===== src/rtl/core/dbc_pkg.sv =====
// ----------------------------------------------------------------------------
// dbc_pkg
// Shared types and constants of the depth box centroid block: register map,
// reset values, result widths and the controller/datapath interface structs.
// ----------------------------------------------------------------------------
package dbc_pkg;

    // register map, index = byte address / 4
    localparam logic [2:0] REG_MAX_RANGE  = 3'd0;
    localparam logic [2:0] REG_CENTER_COL = 3'd1;
    localparam logic [2:0] REG_CENTER_ROW = 3'd2;
    localparam logic [2:0] REG_FOCAL_COL  = 3'd3;
    localparam logic [2:0] REG_FOCAL_ROW  = 3'd4;

    localparam logic [15:0] RST_MAX_RANGE  = 16'd10000;
    localparam logic [15:0] RST_CENTER_COL = 16'd5120;
    localparam logic [15:0] RST_CENTER_ROW = 16'd3840;
    localparam logic [15:0] RST_FOCAL_COL  = 16'd8192;
    localparam logic [15:0] RST_FOCAL_ROW  = 16'd8192;

    localparam logic [15:0] MIN_DEPTH_MM = 16'd100;
    localparam logic [15:0] FOCAL_MIN    = 16'd16;

    // result widths
    localparam int XY_W = 19;
    localparam int Z_W  = 16;
    localparam int KC_W = 21;
    localparam int Q_W  = 19;

    localparam logic [XY_W-1:0] XY_POS_MAX = 19'h3FFFF;
    localparam logic [XY_W-1:0] XY_NEG_MIN = 19'h40000;

    // which quotient the shared divider is working on
    typedef logic [1:0] t_sel;
    localparam t_sel SEL_X = 2'd0;
    localparam t_sel SEL_Y = 2'd1;
    localparam t_sel SEL_Z = 2'd2;

    typedef struct packed {
        logic ready;   // pixel intake open
        logic prep;    // register divider operands
        logic start;   // launch divider
        logic store;   // keep finished quotient
        logic load;    // move results into output register
        logic clr;     // clear sums for next box
        t_sel sel;
    } t_dbc_cmd;

    typedef struct packed {
        logic last_done;
        logic tally_zero;
        logic div_done;
    } t_dbc_stat;

endpackage


===== src/rtl/core/dbc_div.sv =====
// ----------------------------------------------------------------------------
// dbc_div
// Restoring divider, one quotient bit per cycle. Produces a Q_W-bit quotient
// and flags overflow when the true quotient does not fit in Q_W bits.
// ----------------------------------------------------------------------------
module dbc_div #(
    parameter int DVD_W = 54,
    parameter int DEN_W = 37
) (
    input  logic               i_clk,
    input  logic               i_rst_n,
    input  logic               i_start,
    input  logic [DVD_W-1:0]   i_dvd,
    input  logic [DEN_W-1:0]   i_den,
    output logic               o_done,
    output logic               o_ovf,
    output logic [dbc_pkg::Q_W-1:0] o_quo
);
    import dbc_pkg::*;

    localparam int HI_W  = DVD_W - Q_W;
    localparam int CMP_W = (HI_W > DEN_W) ? HI_W : DEN_W;
    localparam int CNT_W = $clog2(Q_W + 1);

    logic [DEN_W-1:0] r_rem;
    logic [DEN_W-1:0] r_den;
    logic [Q_W-1:0]   r_low;
    logic [Q_W-1:0]   r_quo;
    logic [CNT_W-1:0] r_cnt;
    logic             r_busy;
    logic             r_done;
    logic             r_ovf;

    logic [DEN_W:0]   w_trial;
    logic             w_fit;
    logic             w_ovf;

    assign w_trial = {r_rem, r_low[Q_W-1]};
    assign w_fit   = (w_trial >= {1'b0, r_den});
    assign w_ovf   = (CMP_W'(i_dvd[DVD_W-1:Q_W]) >= CMP_W'(i_den));

    always_ff @(posedge i_clk) begin
        if (!i_rst_n) begin
            r_busy <= 1'b0;
            r_done <= 1'b0;
            r_cnt  <= '0;
        end else begin
            r_done <= r_busy && (r_cnt == CNT_W'(1));
            if (i_start) begin
                r_busy <= 1'b1;
                r_cnt  <= CNT_W'(Q_W);
            end else if (r_busy) begin
                r_cnt <= r_cnt - CNT_W'(1);
                if (r_cnt == CNT_W'(1)) begin
                    r_busy <= 1'b0;
                end
            end
        end
    end

    always_ff @(posedge i_clk) begin
        if (i_start) begin
            // high part is below the divisor unless the quotient overflows
            r_rem <= DEN_W'(i_dvd[DVD_W-1:Q_W]);
            r_low <= i_dvd[Q_W-1:0];
            r_den <= i_den;
            r_ovf <= w_ovf;
            r_quo <= '0;
        end else if (r_busy) begin
            r_rem <= w_fit ? DEN_W'(w_trial - {1'b0, r_den}) : DEN_W'(w_trial);
            r_low <= {r_low[Q_W-2:0], 1'b0};
            r_quo <= {r_quo[Q_W-2:0], w_fit};
        end
    end

    assign o_done = r_done;
    assign o_ovf  = r_ovf;
    assign o_quo  = r_quo;

endmodule


===== src/rtl/core/dbc_datapath.sv =====
// ----------------------------------------------------------------------------
// dbc_datapath
// Pixel filter, back-projection multiply and accumulate pipeline, divider
// operand selection, saturation and the result register.
// ----------------------------------------------------------------------------
module dbc_datapath #(
    parameter int COORD_BITS     = 12,
    parameter int MAX_BOX_PIXELS = 1048576,
    parameter int TALLY_W        = 21
) (
    input  logic                    i_clk,
    input  logic                    i_rst_n,
    input  dbc_pkg::t_dbc_cmd       i_cmd,
    output dbc_pkg::t_dbc_stat      o_stat,
    input  logic                    i_take,
    input  logic [15:0]             i_depth_mm,
    input  logic [COORD_BITS-1:0]   i_pixel_col,
    input  logic [COORD_BITS-1:0]   i_pixel_row,
    input  logic                    i_box_last,
    input  logic [15:0]             i_max_range_mm,
    input  logic [15:0]             i_center_col,
    input  logic [15:0]             i_center_row,
    input  logic [15:0]             i_focal_col,
    input  logic [15:0]             i_focal_row,
    output logic [dbc_pkg::XY_W-1:0] o_centroid_x_mm,
    output logic [dbc_pkg::XY_W-1:0] o_centroid_y_mm,
    output logic [dbc_pkg::Z_W-1:0]  o_centroid_z_mm,
    output logic [dbc_pkg::KC_W-1:0] o_kept_count,
    output logic                     o_found
);
    import dbc_pkg::*;

    localparam int DX_W   = (((COORD_BITS + 4) > 16) ? (COORD_BITS + 4) : 16) + 1;
    localparam int PROD_W = DX_W + 17;
    localparam int SL_W   = DX_W + 16 + TALLY_W;
    localparam int SD_W   = 16 + TALLY_W;
    localparam int DEN_W  = 16 + TALLY_W;

    // stage a: filter and offsets
    logic                    r_a_vld, r_a_keep, r_a_last;
    logic signed [DX_W-1:0]  r_a_dx, r_a_dy;
    logic [15:0]             r_a_d;
    // stage b: products
    logic                    r_b_vld, r_b_keep, r_b_last;
    logic signed [PROD_W-1:0] r_b_px, r_b_py;
    logic [15:0]             r_b_d;
    // sums
    logic signed [SL_W-1:0]  r_sum_lat, r_sum_vert;
    logic [SD_W-1:0]         r_sum_depth;
    logic [TALLY_W-1:0]      r_tally;
    // divider operands and quotients
    logic [SL_W-1:0]         r_dvd;
    logic [DEN_W-1:0]        r_den;
    logic                    r_neg;
    logic [XY_W-1:0]         r_qx, r_qy;
    logic [Z_W-1:0]          r_qz;
    // result register
    logic [XY_W-1:0]         r_out_x, r_out_y;
    logic [Z_W-1:0]          r_out_z;
    logic [KC_W-1:0]         r_out_cnt;
    logic                    r_out_found;

    logic                    w_keep;
    logic signed [DX_W-1:0]  w_dx, w_dy;
    logic                    w_room;
    logic signed [SL_W-1:0]  w_sum_sel;
    logic [15:0]             w_focal;
    logic [15:0]             w_focal_cl;
    logic                    w_div_done, w_div_ovf;
    logic [Q_W-1:0]          w_quo;
    logic [XY_W-1:0]         w_sat;

    function automatic logic [XY_W-1:0] sat_xy(input logic [Q_W-1:0] q, input logic ovf,
                                               input logic neg);
        logic [XY_W-1:0] v;
        if (neg) begin
            v = (ovf || (q > XY_NEG_MIN)) ? XY_NEG_MIN : XY_W'(~q + 1'b1);
        end else begin
            v = (ovf || q[Q_W-1]) ? XY_POS_MAX : q;
        end
        return v;
    endfunction

    assign w_keep = (i_depth_mm != 16'd0) && (i_depth_mm >= MIN_DEPTH_MM) &&
                    (i_depth_mm <= i_max_range_mm);
    assign w_dx = $signed(DX_W'({i_pixel_col, 4'b0000})) - $signed(DX_W'(i_center_col));
    assign w_dy = $signed(DX_W'({i_pixel_row, 4'b0000})) - $signed(DX_W'(i_center_row));
    assign w_room = (r_tally < TALLY_W'(MAX_BOX_PIXELS));

    always_ff @(posedge i_clk) begin
        if (!i_rst_n) begin
            r_a_vld <= 1'b0;
            r_b_vld <= 1'b0;
        end else begin
            r_a_vld <= i_take;
            r_b_vld <= r_a_vld;
        end
    end

    always_ff @(posedge i_clk) begin
        r_a_keep <= w_keep;
        r_a_last <= i_box_last;
        r_a_dx   <= w_dx;
        r_a_dy   <= w_dy;
        r_a_d    <= i_depth_mm;
        r_b_keep <= r_a_keep;
        r_b_last <= r_a_last;
        r_b_px   <= r_a_dx * $signed({1'b0, r_a_d});
        r_b_py   <= r_a_dy * $signed({1'b0, r_a_d});
        r_b_d    <= r_a_d;
    end

    always_ff @(posedge i_clk) begin
        if (!i_rst_n || i_cmd.clr) begin
            r_sum_lat   <= '0;
            r_sum_vert  <= '0;
            r_sum_depth <= '0;
            r_tally     <= '0;
        end else if (r_b_vld && r_b_keep && w_room) begin
            r_sum_lat   <= r_sum_lat + SL_W'(r_b_px);
            r_sum_vert  <= r_sum_vert + SL_W'(r_b_py);
            r_sum_depth <= r_sum_depth + SD_W'(r_b_d);
            r_tally     <= r_tally + TALLY_W'(1);
        end
    end

    // operand selection for the shared divider
    assign w_sum_sel  = (i_cmd.sel == SEL_X) ? r_sum_lat : r_sum_vert;
    assign w_focal    = (i_cmd.sel == SEL_X) ? i_focal_col : i_focal_row;
    assign w_focal_cl = (w_focal < FOCAL_MIN) ? FOCAL_MIN : w_focal;

    always_ff @(posedge i_clk) begin
        if (i_cmd.prep) begin
            if (i_cmd.sel == SEL_Z) begin
                r_dvd <= SL_W'(r_sum_depth);
                r_den <= DEN_W'(r_tally);
                r_neg <= 1'b0;
            end else begin
                r_dvd <= w_sum_sel[SL_W-1] ? SL_W'(-w_sum_sel) : SL_W'(w_sum_sel);
                r_den <= DEN_W'(w_focal_cl) * DEN_W'(r_tally);
                r_neg <= w_sum_sel[SL_W-1];
            end
        end
    end

    dbc_div #(
        .DVD_W (SL_W),
        .DEN_W (DEN_W)
    ) u_div (
        .i_clk   (i_clk),
        .i_rst_n (i_rst_n),
        .i_start (i_cmd.start),
        .i_dvd   (r_dvd),
        .i_den   (r_den),
        .o_done  (w_div_done),
        .o_ovf   (w_div_ovf),
        .o_quo   (w_quo)
    );

    assign w_sat = sat_xy(w_quo, w_div_ovf, r_neg);

    always_ff @(posedge i_clk) begin
        if (i_cmd.store) begin
            unique case (i_cmd.sel)
                SEL_X:   r_qx <= w_sat;
                SEL_Y:   r_qy <= w_sat;
                default: r_qz <= Z_W'(w_quo);
            endcase
        end
    end

    always_ff @(posedge i_clk) begin
        if (i_cmd.load) begin
            // empty box gives an all-zero result
            if (r_tally == '0) begin
                r_out_x     <= '0;
                r_out_y     <= '0;
                r_out_z     <= '0;
                r_out_cnt   <= '0;
                r_out_found <= 1'b0;
            end else begin
                r_out_x     <= r_qx;
                r_out_y     <= r_qy;
                r_out_z     <= r_qz;
                r_out_cnt   <= KC_W'(r_tally);
                r_out_found <= 1'b1;
            end
        end
    end

    assign o_stat.last_done  = r_b_vld && r_b_last;
    assign o_stat.tally_zero = (r_tally == '0);
    assign o_stat.div_done   = w_div_done;

    assign o_centroid_x_mm = r_out_x;
    assign o_centroid_y_mm = r_out_y;
    assign o_centroid_z_mm = r_out_z;
    assign o_kept_count    = r_out_cnt;
    assign o_found         = r_out_found;

endmodule


===== src/rtl/core/dbc_ctrl.sv =====
// ----------------------------------------------------------------------------
// dbc_ctrl
// Sequencer: opens pixel intake, waits for the last pixel to drain, runs the
// three divisions on the shared divider unless the box is empty, and hands the result to the output.
// ----------------------------------------------------------------------------
module dbc_ctrl (
    input  logic                i_clk,
    input  logic                i_rst_n,
    input  logic                i_in_valid,
    input  logic                i_in_last,
    input  logic                i_out_ready,
    input  dbc_pkg::t_dbc_stat  i_stat,
    output dbc_pkg::t_dbc_cmd   o_cmd,
    output logic                o_out_valid
);
    import dbc_pkg::*;

    localparam logic [2:0] S_ACC   = 3'd0;
    localparam logic [2:0] S_DRAIN = 3'd1;
    localparam logic [2:0] S_PREP  = 3'd2;
    localparam logic [2:0] S_START = 3'd3;
    localparam logic [2:0] S_RUN   = 3'd4;
    localparam logic [2:0] S_FIN   = 3'd5;

    logic [2:0] r_state, n_state;
    t_sel       r_sel, n_sel;
    logic       r_out_vld, n_out_vld;
    t_dbc_cmd   w_cmd;

    always_comb begin
        n_state = r_state;
        n_sel   = r_sel;
        w_cmd   = '0;
        w_cmd.sel = r_sel;
        unique case (r_state)
            S_ACC: begin
                w_cmd.ready = 1'b1;
                if (i_in_valid && i_in_last) begin
                    n_state = S_DRAIN;
                end
            end
            S_DRAIN: begin
                if (i_stat.last_done) begin
                    n_state = S_PREP;
                    n_sel   = SEL_X;
                end
            end
            S_PREP: begin
                if (i_stat.tally_zero) begin
                    n_state = S_FIN;
                end else begin
                    w_cmd.prep = 1'b1;
                    n_state    = S_START;
                end
            end
            S_START: begin
                w_cmd.start = 1'b1;
                n_state     = S_RUN;
            end
            S_RUN: begin
                if (i_stat.div_done) begin
                    w_cmd.store = 1'b1;
                    if (r_sel == SEL_Z) begin
                        n_state = S_FIN;
                    end else begin
                        n_sel   = (r_sel == SEL_X) ? SEL_Y : SEL_Z;
                        n_state = S_PREP;
                    end
                end
            end
            S_FIN: begin
                // wait until the result register is free
                if (!r_out_vld || i_out_ready) begin
                    w_cmd.load = 1'b1;
                    w_cmd.clr  = 1'b1;
                    n_state    = S_ACC;
                end
            end
            default: begin
                n_state = S_ACC;
            end
        endcase
    end

    always_comb begin
        n_out_vld = r_out_vld;
        if (w_cmd.load) begin
            n_out_vld = 1'b1;
        end else if (i_out_ready) begin
            n_out_vld = 1'b0;
        end
    end

    always_ff @(posedge i_clk) begin
        if (!i_rst_n) begin
            r_state   <= S_ACC;
            r_sel     <= SEL_X;
            r_out_vld <= 1'b0;
        end else begin
            r_state   <= n_state;
            r_sel     <= n_sel;
            r_out_vld <= n_out_vld;
        end
    end

    assign o_cmd       = w_cmd;
    assign o_out_valid = r_out_vld;

endmodule


===== src/rtl/core/depth_box_centroid.sv =====
// ----------------------------------------------------------------------------
// depth_box_centroid
// 3-D centroid of the depth pixels of one bounding box by pinhole
// back-projection, with an APB register port for range and camera intrinsics.
// ----------------------------------------------------------------------------
// throughput: one pixel per cycle while a box streams in, intake closed after the last pixel
// after the last pixel transfer: the multiply pipeline drains, the shared 19-step restoring divider
//   runs three divisions, then the result loads; the divisions are skipped with no kept pixel
// a result still held at load time stalls the next box
// reset: synchronous; registers return to defaults, sums clear, no clear pass
module depth_box_centroid #(
    parameter int MAX_BOX_PIXELS = 1048576,
    parameter int COORD_BITS     = 12
) (
    input  logic                      i_clk,
    input  logic                      i_rst_n,
    // depth_mm, pixel_col, pixel_row
    input  logic [((16 + 2*COORD_BITS + 7) / 8) * 8 - 1:0] i_s_tdata,
    input  logic                      i_s_tvalid,
    input  logic                      i_s_tlast,
    output logic                      o_s_tready,
    // centroid_x_mm, centroid_y_mm, centroid_z_mm, kept_count, zero pad
    output logic [79:0]               o_m_tdata,
    // found
    output logic [0:0]                o_m_tuser,
    output logic                      o_m_tvalid,
    input  logic                      i_m_tready,
    input  logic                      psel,
    input  logic                      penable,
    input  logic                      pwrite,
    input  logic [4:0]                paddr,
    input  logic [31:0]               pwdata,
    output logic [31:0]               prdata,
    output logic                      pready
);
    import dbc_pkg::*;

    localparam int TALLY_W = $clog2(MAX_BOX_PIXELS + 1);

    logic [15:0] r_max_range, r_center_col, r_center_row, r_focal_col, r_focal_row;

    t_dbc_cmd    w_cmd;
    t_dbc_stat   w_stat;
    logic        w_take;
    logic        w_wr;
    logic [2:0]  w_idx;
    logic [XY_W-1:0] w_x, w_y;
    logic [Z_W-1:0]  w_z;
    logic [KC_W-1:0] w_cnt;
    logic            w_found;

    assign pready = 1'b1;
    assign w_idx  = paddr[4:2];
    assign w_wr   = psel && penable && pwrite && pready;

    always_ff @(posedge i_clk) begin
        if (!i_rst_n) begin
            r_max_range  <= RST_MAX_RANGE;
            r_center_col <= RST_CENTER_COL;
            r_center_row <= RST_CENTER_ROW;
            r_focal_col  <= RST_FOCAL_COL;
            r_focal_row  <= RST_FOCAL_ROW;
        end else if (w_wr) begin
            unique case (w_idx)
                REG_MAX_RANGE:  r_max_range  <= pwdata[15:0];
                REG_CENTER_COL: r_center_col <= pwdata[15:0];
                REG_CENTER_ROW: r_center_row <= pwdata[15:0];
                REG_FOCAL_COL:  r_focal_col  <= pwdata[15:0];
                REG_FOCAL_ROW:  r_focal_row  <= pwdata[15:0];
                default: ;
            endcase
        end
    end

    always_comb begin
        unique case (w_idx)
            REG_MAX_RANGE:  prdata = {16'd0, r_max_range};
            REG_CENTER_COL: prdata = {16'd0, r_center_col};
            REG_CENTER_ROW: prdata = {16'd0, r_center_row};
            REG_FOCAL_COL:  prdata = {16'd0, r_focal_col};
            REG_FOCAL_ROW:  prdata = {16'd0, r_focal_row};
            default:        prdata = 32'd0;
        endcase
    end

    assign o_s_tready = w_cmd.ready;
    assign w_take     = i_s_tvalid && w_cmd.ready;

    dbc_ctrl u_ctrl (
        .i_clk       (i_clk),
        .i_rst_n     (i_rst_n),
        .i_in_valid  (i_s_tvalid),
        .i_in_last   (i_s_tlast),
        .i_out_ready (i_m_tready),
        .i_stat      (w_stat),
        .o_cmd       (w_cmd),
        .o_out_valid (o_m_tvalid)
    );

    dbc_datapath #(
        .COORD_BITS     (COORD_BITS),
        .MAX_BOX_PIXELS (MAX_BOX_PIXELS),
        .TALLY_W        (TALLY_W)
    ) u_dp (
        .i_clk           (i_clk),
        .i_rst_n         (i_rst_n),
        .i_cmd           (w_cmd),
        .o_stat          (w_stat),
        .i_take          (w_take),
        .i_depth_mm      (i_s_tdata[15:0]),
        .i_pixel_col     (i_s_tdata[16 +: COORD_BITS]),
        .i_pixel_row     (i_s_tdata[16 + COORD_BITS +: COORD_BITS]),
        .i_box_last      (i_s_tlast),
        .i_max_range_mm  (r_max_range),
        .i_center_col    (r_center_col),
        .i_center_row    (r_center_row),
        .i_focal_col     (r_focal_col),
        .i_focal_row     (r_focal_row),
        .o_centroid_x_mm (w_x),
        .o_centroid_y_mm (w_y),
        .o_centroid_z_mm (w_z),
        .o_kept_count    (w_cnt),
        .o_found         (w_found)
    );

    assign o_m_tdata = {5'd0, w_cnt, w_z, w_y, w_x};
    assign o_m_tuser = w_found;

    // intake stays closed while the divider runs
    a_div_closed: assert property (@(posedge i_clk) disable iff (!i_rst_n)
        w_stat.div_done |-> !o_s_tready)
        else $error("pixel intake open during division");

    // last pixel of a box closes intake on the next cycle
    a_last_closes: assert property (@(posedge i_clk) disable iff (!i_rst_n)
        (i_s_tvalid && o_s_tready && i_s_tlast) |=> !o_s_tready)
        else $error("intake still open after last pixel");

    // an empty box reports all zeros
    a_empty_zero: assert property (@(posedge i_clk) disable iff (!i_rst_n)
        (o_m_tvalid && !o_m_tuser[0]) |-> (o_m_tdata == 80'd0))
        else $error("not-found result carries nonzero data");

    // a new result is loaded only when the previous one is gone
    a_no_overwrite: assert property (@(posedge i_clk) disable iff (!i_rst_n)
        w_cmd.load |-> (!o_m_tvalid || i_m_tready))
        else $error("result register overwritten before transfer");

endmodule

===== config.mk =====
export PLATFORM = sky130hd
export DESIGN_NAME = depth_box_centroid
export DESIGN_NICKNAME = d
export VERILOG_FILES = /design/src/rtl/core/dbc_pkg.sv /design/src/rtl/core/dbc_div.sv /design/src/rtl/core/dbc_datapath.sv /design/src/rtl/core/dbc_ctrl.sv /design/src/rtl/core/depth_box_centroid.sv
export SDC_FILE = /design/constraint.sdc
export NUM_CORES = 2
export LEC_CHECK = 0
export ABC_AREA = 1
export BUFFER_PORTS_ARGS = -buffer_cell sky130_fd_sc_hd__buf_4
export CORE_ASPECT_RATIO = 0.75
export CORE_MARGIN = 2
export CORE_UTILIZATION = 30
export DETAILED_ROUTE_END_ITERATION = 10
export GPL_ROUTABILITY_DRIVEN = 0
export PLACE_DENSITY = 0.49
export SYNTH_ARGS = -nofsm -noshare
export SYNTH_HDL_FRONTEND = slang
export SYNTH_SLANG_ARGS = --single-unit

===== constraint.sdc =====
create_clock -name i_clk -period 5.95 [get_ports i_clk]
set_input_delay 0 -clock i_clk [delete_from_list [all_inputs] [get_ports i_clk]]
set_output_delay 0 -clock i_clk [all_outputs]
set_load 0.005 [all_outputs]

Word-level counts from Yosys, hierarchy flattened
Cells that the tools add are included.
{"block": "totals", "input_bits": 85, "output_inout_bits": 116, "wordCells": 168, "reg_bits": 734}
{"block": "op_classes", "n_eq_ne": 17, "n_mul": 3, "magnitude_cmp": 7, "n_mux": 42, "n_reduce_logical": 37, "bitwise_logic": 4, "addsub": 10}
{"op": "$add 54x34->54", "n": 2}
{"op": "$mux 19", "n": 5}
{"op": "$pmux 16 s5", "n": 1}
{"op": "$mux 37", "n": 2}
{"op": "$mux 35", "n": 2}
{"op": "$mul 17x17->34", "n": 2}
{"op": "$mux 54", "n": 1}
{"op": "$neg 54->54", "n": 1}
{"op": "$mux 53", "n": 1}
{"op": "$ge 38x37->1", "n": 1}
{"op": "$add 37x16->37", "n": 1}
{"op": "$ge 35x37->1", "n": 1}
{"op": "$mul 16x21->37", "n": 1}
{"op": "$sub 37x37->37", "n": 1}
{"op": "$sub 16x16->17", "n": 2}
{"op": "$mux 16", "n": 2}
{"op": "$add 21x1->21 const B", "n": 1}
{"op": "$logic_not 21->1", "n": 1}
{"op": "$lt 21x21->1 const B", "n": 1}
{"op": "$mux 21", "n": 1}
{"op": "$add 19x1->19 const B", "n": 1}
{"op": "$gt 19x19->1 const B", "n": 1}
{"op": "$not 19->19", "n": 1}
{"op": "$mux 3", "n": 6}
{"op": "28 further kinds", "n": 81}

Logic depth before layout (Yosys ltp)
{"block": "logic_depth", "ltp_word": 6, "mapped_depth": 37, "depth_no_buf": 36}

Hierarchy
From an unflattened synthesis, not the netlist that was laid out.
{"block": "unflattened", "hier_cells": 10630, "area_unflattened_um2": 77986.0}
{"module": "dbc_datapath", "cells_each": 8748, "area_each_um2": 64864.7, "instances": 1}
{"module": "dbc_div", "cells_each": 1160, "area_each_um2": 8552.0, "instances": 1}
{"module": "depth_box_centroid", "cells_each": 653, "area_each_um2": 4161.5, "instances": 1}
{"module": "dbc_ctrl", "cells_each": 69, "area_each_um2": 407.9, "instances": 1}

Worst setup path after synthesis
Ideal clock, no wire load.
{"block": "synth_timing", "path_type": "flip-flop to flip-flop", "startpoint": "reg u_ctrl.r_sel[0]", "endpoint": "reg u_dp.r_den[35] (data pin)", "path_stages_with_launch": 32, "path_buffers": 5, "slack_ns": -0.618, "arrival_ns": 6.314, "required_ns": 5.695, "cell_sequence": "dfxtp_1 > nor2_4 > buf_6 > buf_4 > buf_4 > clkbuf_1 > nand2_1 > o21ai_0 > nand2_2 > inv_2 > buf_2 > nand2_1 > fa_1 > inv_1 > fa_1 > inv_1 > fa_1 > inv_1 > fa_1 > inv_1 > fa_1 > inv_1 > fa_1 > ha_1 > nand2_1 > a21oi_1 > nor2_1 > a21boi_0 > o21ai_0 > nand2_1 > a21oi_1 > nor2_1"}
{"block": "synth_between", "elab_chain_cells": 5}
{"item": "from (decl)", "line": "dbc_ctrl.sv:26", "text": "t_sel r_sel, n_sel;"}
{"item": "from (signal assigned)", "line": "dbc_ctrl.sv:101", "text": "r_sel <= n_sel;"}
{"item": "$logic_not 2->1", "line": "dbc_datapath.sv:129", "text": "assign w_focal = (i_cmd.sel == SEL_X) ? i_focal_col : i_focal_row;"}
{"item": "$mux 16", "line": "dbc_datapath.sv:129"}
{"item": "$lt 16x5->1", "line": "dbc_datapath.sv:130", "text": "assign w_focal_cl = (w_focal < FOCAL_MIN) ? FOCAL_MIN : w_focal;"}
{"item": "$mux 16", "line": "dbc_datapath.sv:130"}
{"item": "$mul 16x21->37", "line": "dbc_datapath.sv:140", "text": "r_den <= DEN_W'(w_focal_cl) * DEN_W'(r_tally);"}
{"item": "to (signal assigned)", "line": "dbc_datapath.sv:136", "text": "r_den <= DEN_W'(r_tally);"}
{"item": "to (signal assigned)", "line": "dbc_datapath.sv:140"}
{"item": "to (decl)", "line": "dbc_datapath.sv:53", "text": "logic [DEN_W-1:0] r_den;"}
Several ways; a longest one is shown, not always the timed one.
A chain may end at the register's enable or synchronous reset.

Worst setup path after layout
{"block": "layout_timing", "startpoint": "reg u_ctrl.r_sel[1]", "endpoint": "reg u_dp.r_den[30] (data pin)"}
The elaborated chain is that of the path after synthesis.

==> results.tsv <==
metric	value	unit
dieArea	258000	sq um
r2r_setup_slack	-0.70	ns
fin_crit_sh	1.12	
nets	12168	
clock_sinks	734	
fmax	150	MHz
crit_start	u_ctrl.r_sel[1]	
syn_avg_cell_area	7.44	sq um
min_from	pwdata[9]	
grt_pass1_vias	67251	
cp_data_required_time	6.47	ns
syn_area	76300	sq um
worstHoldEndpoint	r_center_row[9]	
rsz0062_at_grt	true	
ctsHtreeMaxLevel	3	
drc	0	
clockBufferDepth	3	
drv_cap	0	
status	finished with violations	
final_cell_mix	nand2_1 (2,404), inv_1 (2,190), nor2_1 (822)	
cts_buffers	89	
ant_nets	0	
setup_viol	29	
r2r-end	u_dp.r_den[30]	
io_buffers	160	
layout_commonest_cell	nand2_1	
clkTransAtPathRegs	0.06	ns
synth_edf_count	314	
p_int	26.8	mW
slew_headroom	0.209	
ys_types	56	
hold_viol_final	0	
p_sw_frac	0.516	
pre_cts_slack	-1.04	ns
power.density	613	nW/um^2
vias_per_cell	4.84	
track_usage	0.216	
firstDrtPassIters	9	
vdd_drop_max	1.34	mV
ios	201	
synthMuxAreaShare	0	
seq_power_share	0.120	
synthToLayoutAreaGrowth	18.5	%
die_x	586	microns
start_util	0.301	
leakagePower	45.2	nW
dp_hpwl	231000	microns
startpoint_type	flip-flop	
drt_wl_total	284000	microns
async_flop_share	0	
yosys.area_share.simple	0.208	
violations	negative setup slack	
drt_iter0_drc	6858	
synth-seq-area-share	0.234	
p_clk_frac	0.109	
synth_top_family_by_area	adder cells	
yosysWarningCount	0	
route.vias.total	68771	
worst_pin_slew	1.18	ns
placed_area	84300	sq um
synth-compound-area-share	0.0979	
wl_per_cell	20.0	microns
core	253000	sq um
finalSetupTns	-15.94	ns
antenna_found_initial	7	
synth_xor_area_frac	0.0250	
root_buffer	clkbuf_16	
setup.worst_path.end_class	flip-flop	
die_h	441	microns
grt_pass1_wl	424000	microns
layout_min_cycle_time	6.65	ns
fill_cells	26549	
final_area	90300	sq um
cts_tree	done	
fp-row-count	160	
cpMaxStageDelayCell	fa_1	
synth_seq_cells	734	
drive_gt1_frac	0.108	
worstHoldPathCells	4	
hp-class	in -> reg	
synth_fa_ha_area_frac	0.303	
synth_top_area_frac	0.217	
synth_area_leader_cell	fa_1	
synth_area_leaders	fa_1 (22%), edfxtp_1 (12%), nand2_1 (12%), dfxtp_1 (11%), inv_1 (11%)	
r2r_cells	34	
utilization	0.357	
layout_setup_ws	-0.698	ns
worstSkewPairLatency	0.79	ns
cp_max_fo	8	
maxSlewViolCount	0	
rr_startpoint	u_ctrl.r_sel[1]	
p_sw	28.6	mW
finClkSkew	0.0927	ns
grt_max_degree	81	
worstPathArrival	7.16	ns
overflow	0	
slowest_delay	0.51	ns
syn_inst	10250	
synth_flop_cell	dfxtp_1	
crit_path_frequent_cell	fa_1	
critical_path_class	reg -> reg	
p_comb_frac	0.771	
sequential cells by signal, summed over array words and instances, names as in the netlist, 37 cells and up:
| signal | cells |
|---|---|
| u_dp.r_sum_depth | 37 |
| u_dp.r_den | 37 |
| u_dp.r_sum_lat | 54 |
| u_dp.u_div.r_rem | 37 |
| u_dp.r_dvd | 54 |
| u_dp.u_div.r_den | 37 |
| u_dp.r_sum_vert | 54 |
metal layers:
layer  global-route usage  part of all wire
met1                0.336              0.49
met4               0.0455             0.020
met3               0.0527              0.11
met2                0.296              0.38
met5              0.00204           0.00047
Yosys cell counts (all sizes together), types with 3 or more instances:
cell	count
ha	525
nand3b	7
a21oi	547
o221a	3
nor3b	5
xnor2	80
nand4	107
nand2	2477
or2	12
clkinv	13
a221oi	11
a21boi	11
xor2	138
clkbuf	312
fa	826
o221ai	12
buf	69
o22ai	7
nor3	91
a22oi	18
and2	9
a31oi	21
nor4	20
edfxtp	314
and3	3
a21o	37
inv	2239
a211oi	7
nand3	355
o211ai	30
nor2	865
dfxtp	420
o21a	15
o21bai	69
o21ai	565
area by class of cell:
cell class / instances / area, sq um / area share
multi-input cells: 6904 / 50000 / 0.553
flip-flops and latches: 734 / 17900 / 0.198
inverters: 2252 / 8480 / 0.0939
repair buffers: 749 / 6530 / 0.0722
well taps: 3402 / 4260 / 0.0471
clock buffers: 116 / 2470 / 0.0273
clock inverters: 51 / 751 / 0.00831
repair inverters: 2 / 15.0 / 0.000166
diodes: 5 / 12.5 / 0.000138
critical path, delay by kind of cell, from the launching register on:
| kind | cells | cell delay [ns] |
|---|---|---|
| adders and majority gates | 7 | 3.13 |
| and+or+nand+nor | 16 | 1.76 |
| buffers and inverters | 9 | 0.86 |
| DFF | 1 | 0.36 |
| AOI/OAI and AO/OA | 2 | 0.24 |
through the flow:
step                cells  hold WS [ns]  power [mW]
floorplan           10270        0.0277        31.9
global placement    13886         0.119        46.2
detailed placement  13886         0.119        46.4
CTS                 14186        0.0342        52.8
global route        14211        0.0904        60.8
finish              14215        0.0851        55.4
power by group through the flow:
stage | combinational (mW) | clock [mW] | sequential, mW
after detailed placement | 39.6 | 0 | 6.77
after floorplan | 25.4 | 0 | 6.48
after CTS | 40.0 | 6.15 | 6.67
after global placement | 39.4 | 0 | 6.78
after global routing | 47.8 | 6.32 | 6.70
final | 42.7 | 6.01 | 6.67
repair_timing:
action | 4_1_cts | 5_1_grt
hold buffers | 103 | 0
resized for setup | 169 | 187
buffers inserted | 26 | 21
hold endpoints to repair | 153 | 0
cloned | 4 | 6
setup endpoints to repair | 44 | 60
pin swaps | 79 | 78
worst max-delay path by stage:
stage	endpoint	slack [ns]	cells after the start
floorplan	u_dp.r_den[21]	-0.32	32
global placement	u_dp.r_den[30]	-1.01	33
detailed placement	u_dp.r_den[30]	-1.04	33
CTS	u_dp.r_den[30]	-0.68	34
global route	u_dp.r_den[25]	-0.95	32
finish	u_dp.r_den[30]	-0.70	34
logic make-up (layout without fill, tap and decap cells):
kind of cell / Yosys count / after routing
other: 2 / 27
DFF: 734 / 734
and+or+nand+nor: 3953 / 3954
adders and majority gates: 1351 / 1351
xor gates and xnor gates: 218 / 218
AOI/OAI and AO/OA: 1359 / 1359
buffers and inverters: 2633 / 3170
Power figures use the tool's default switching activity.
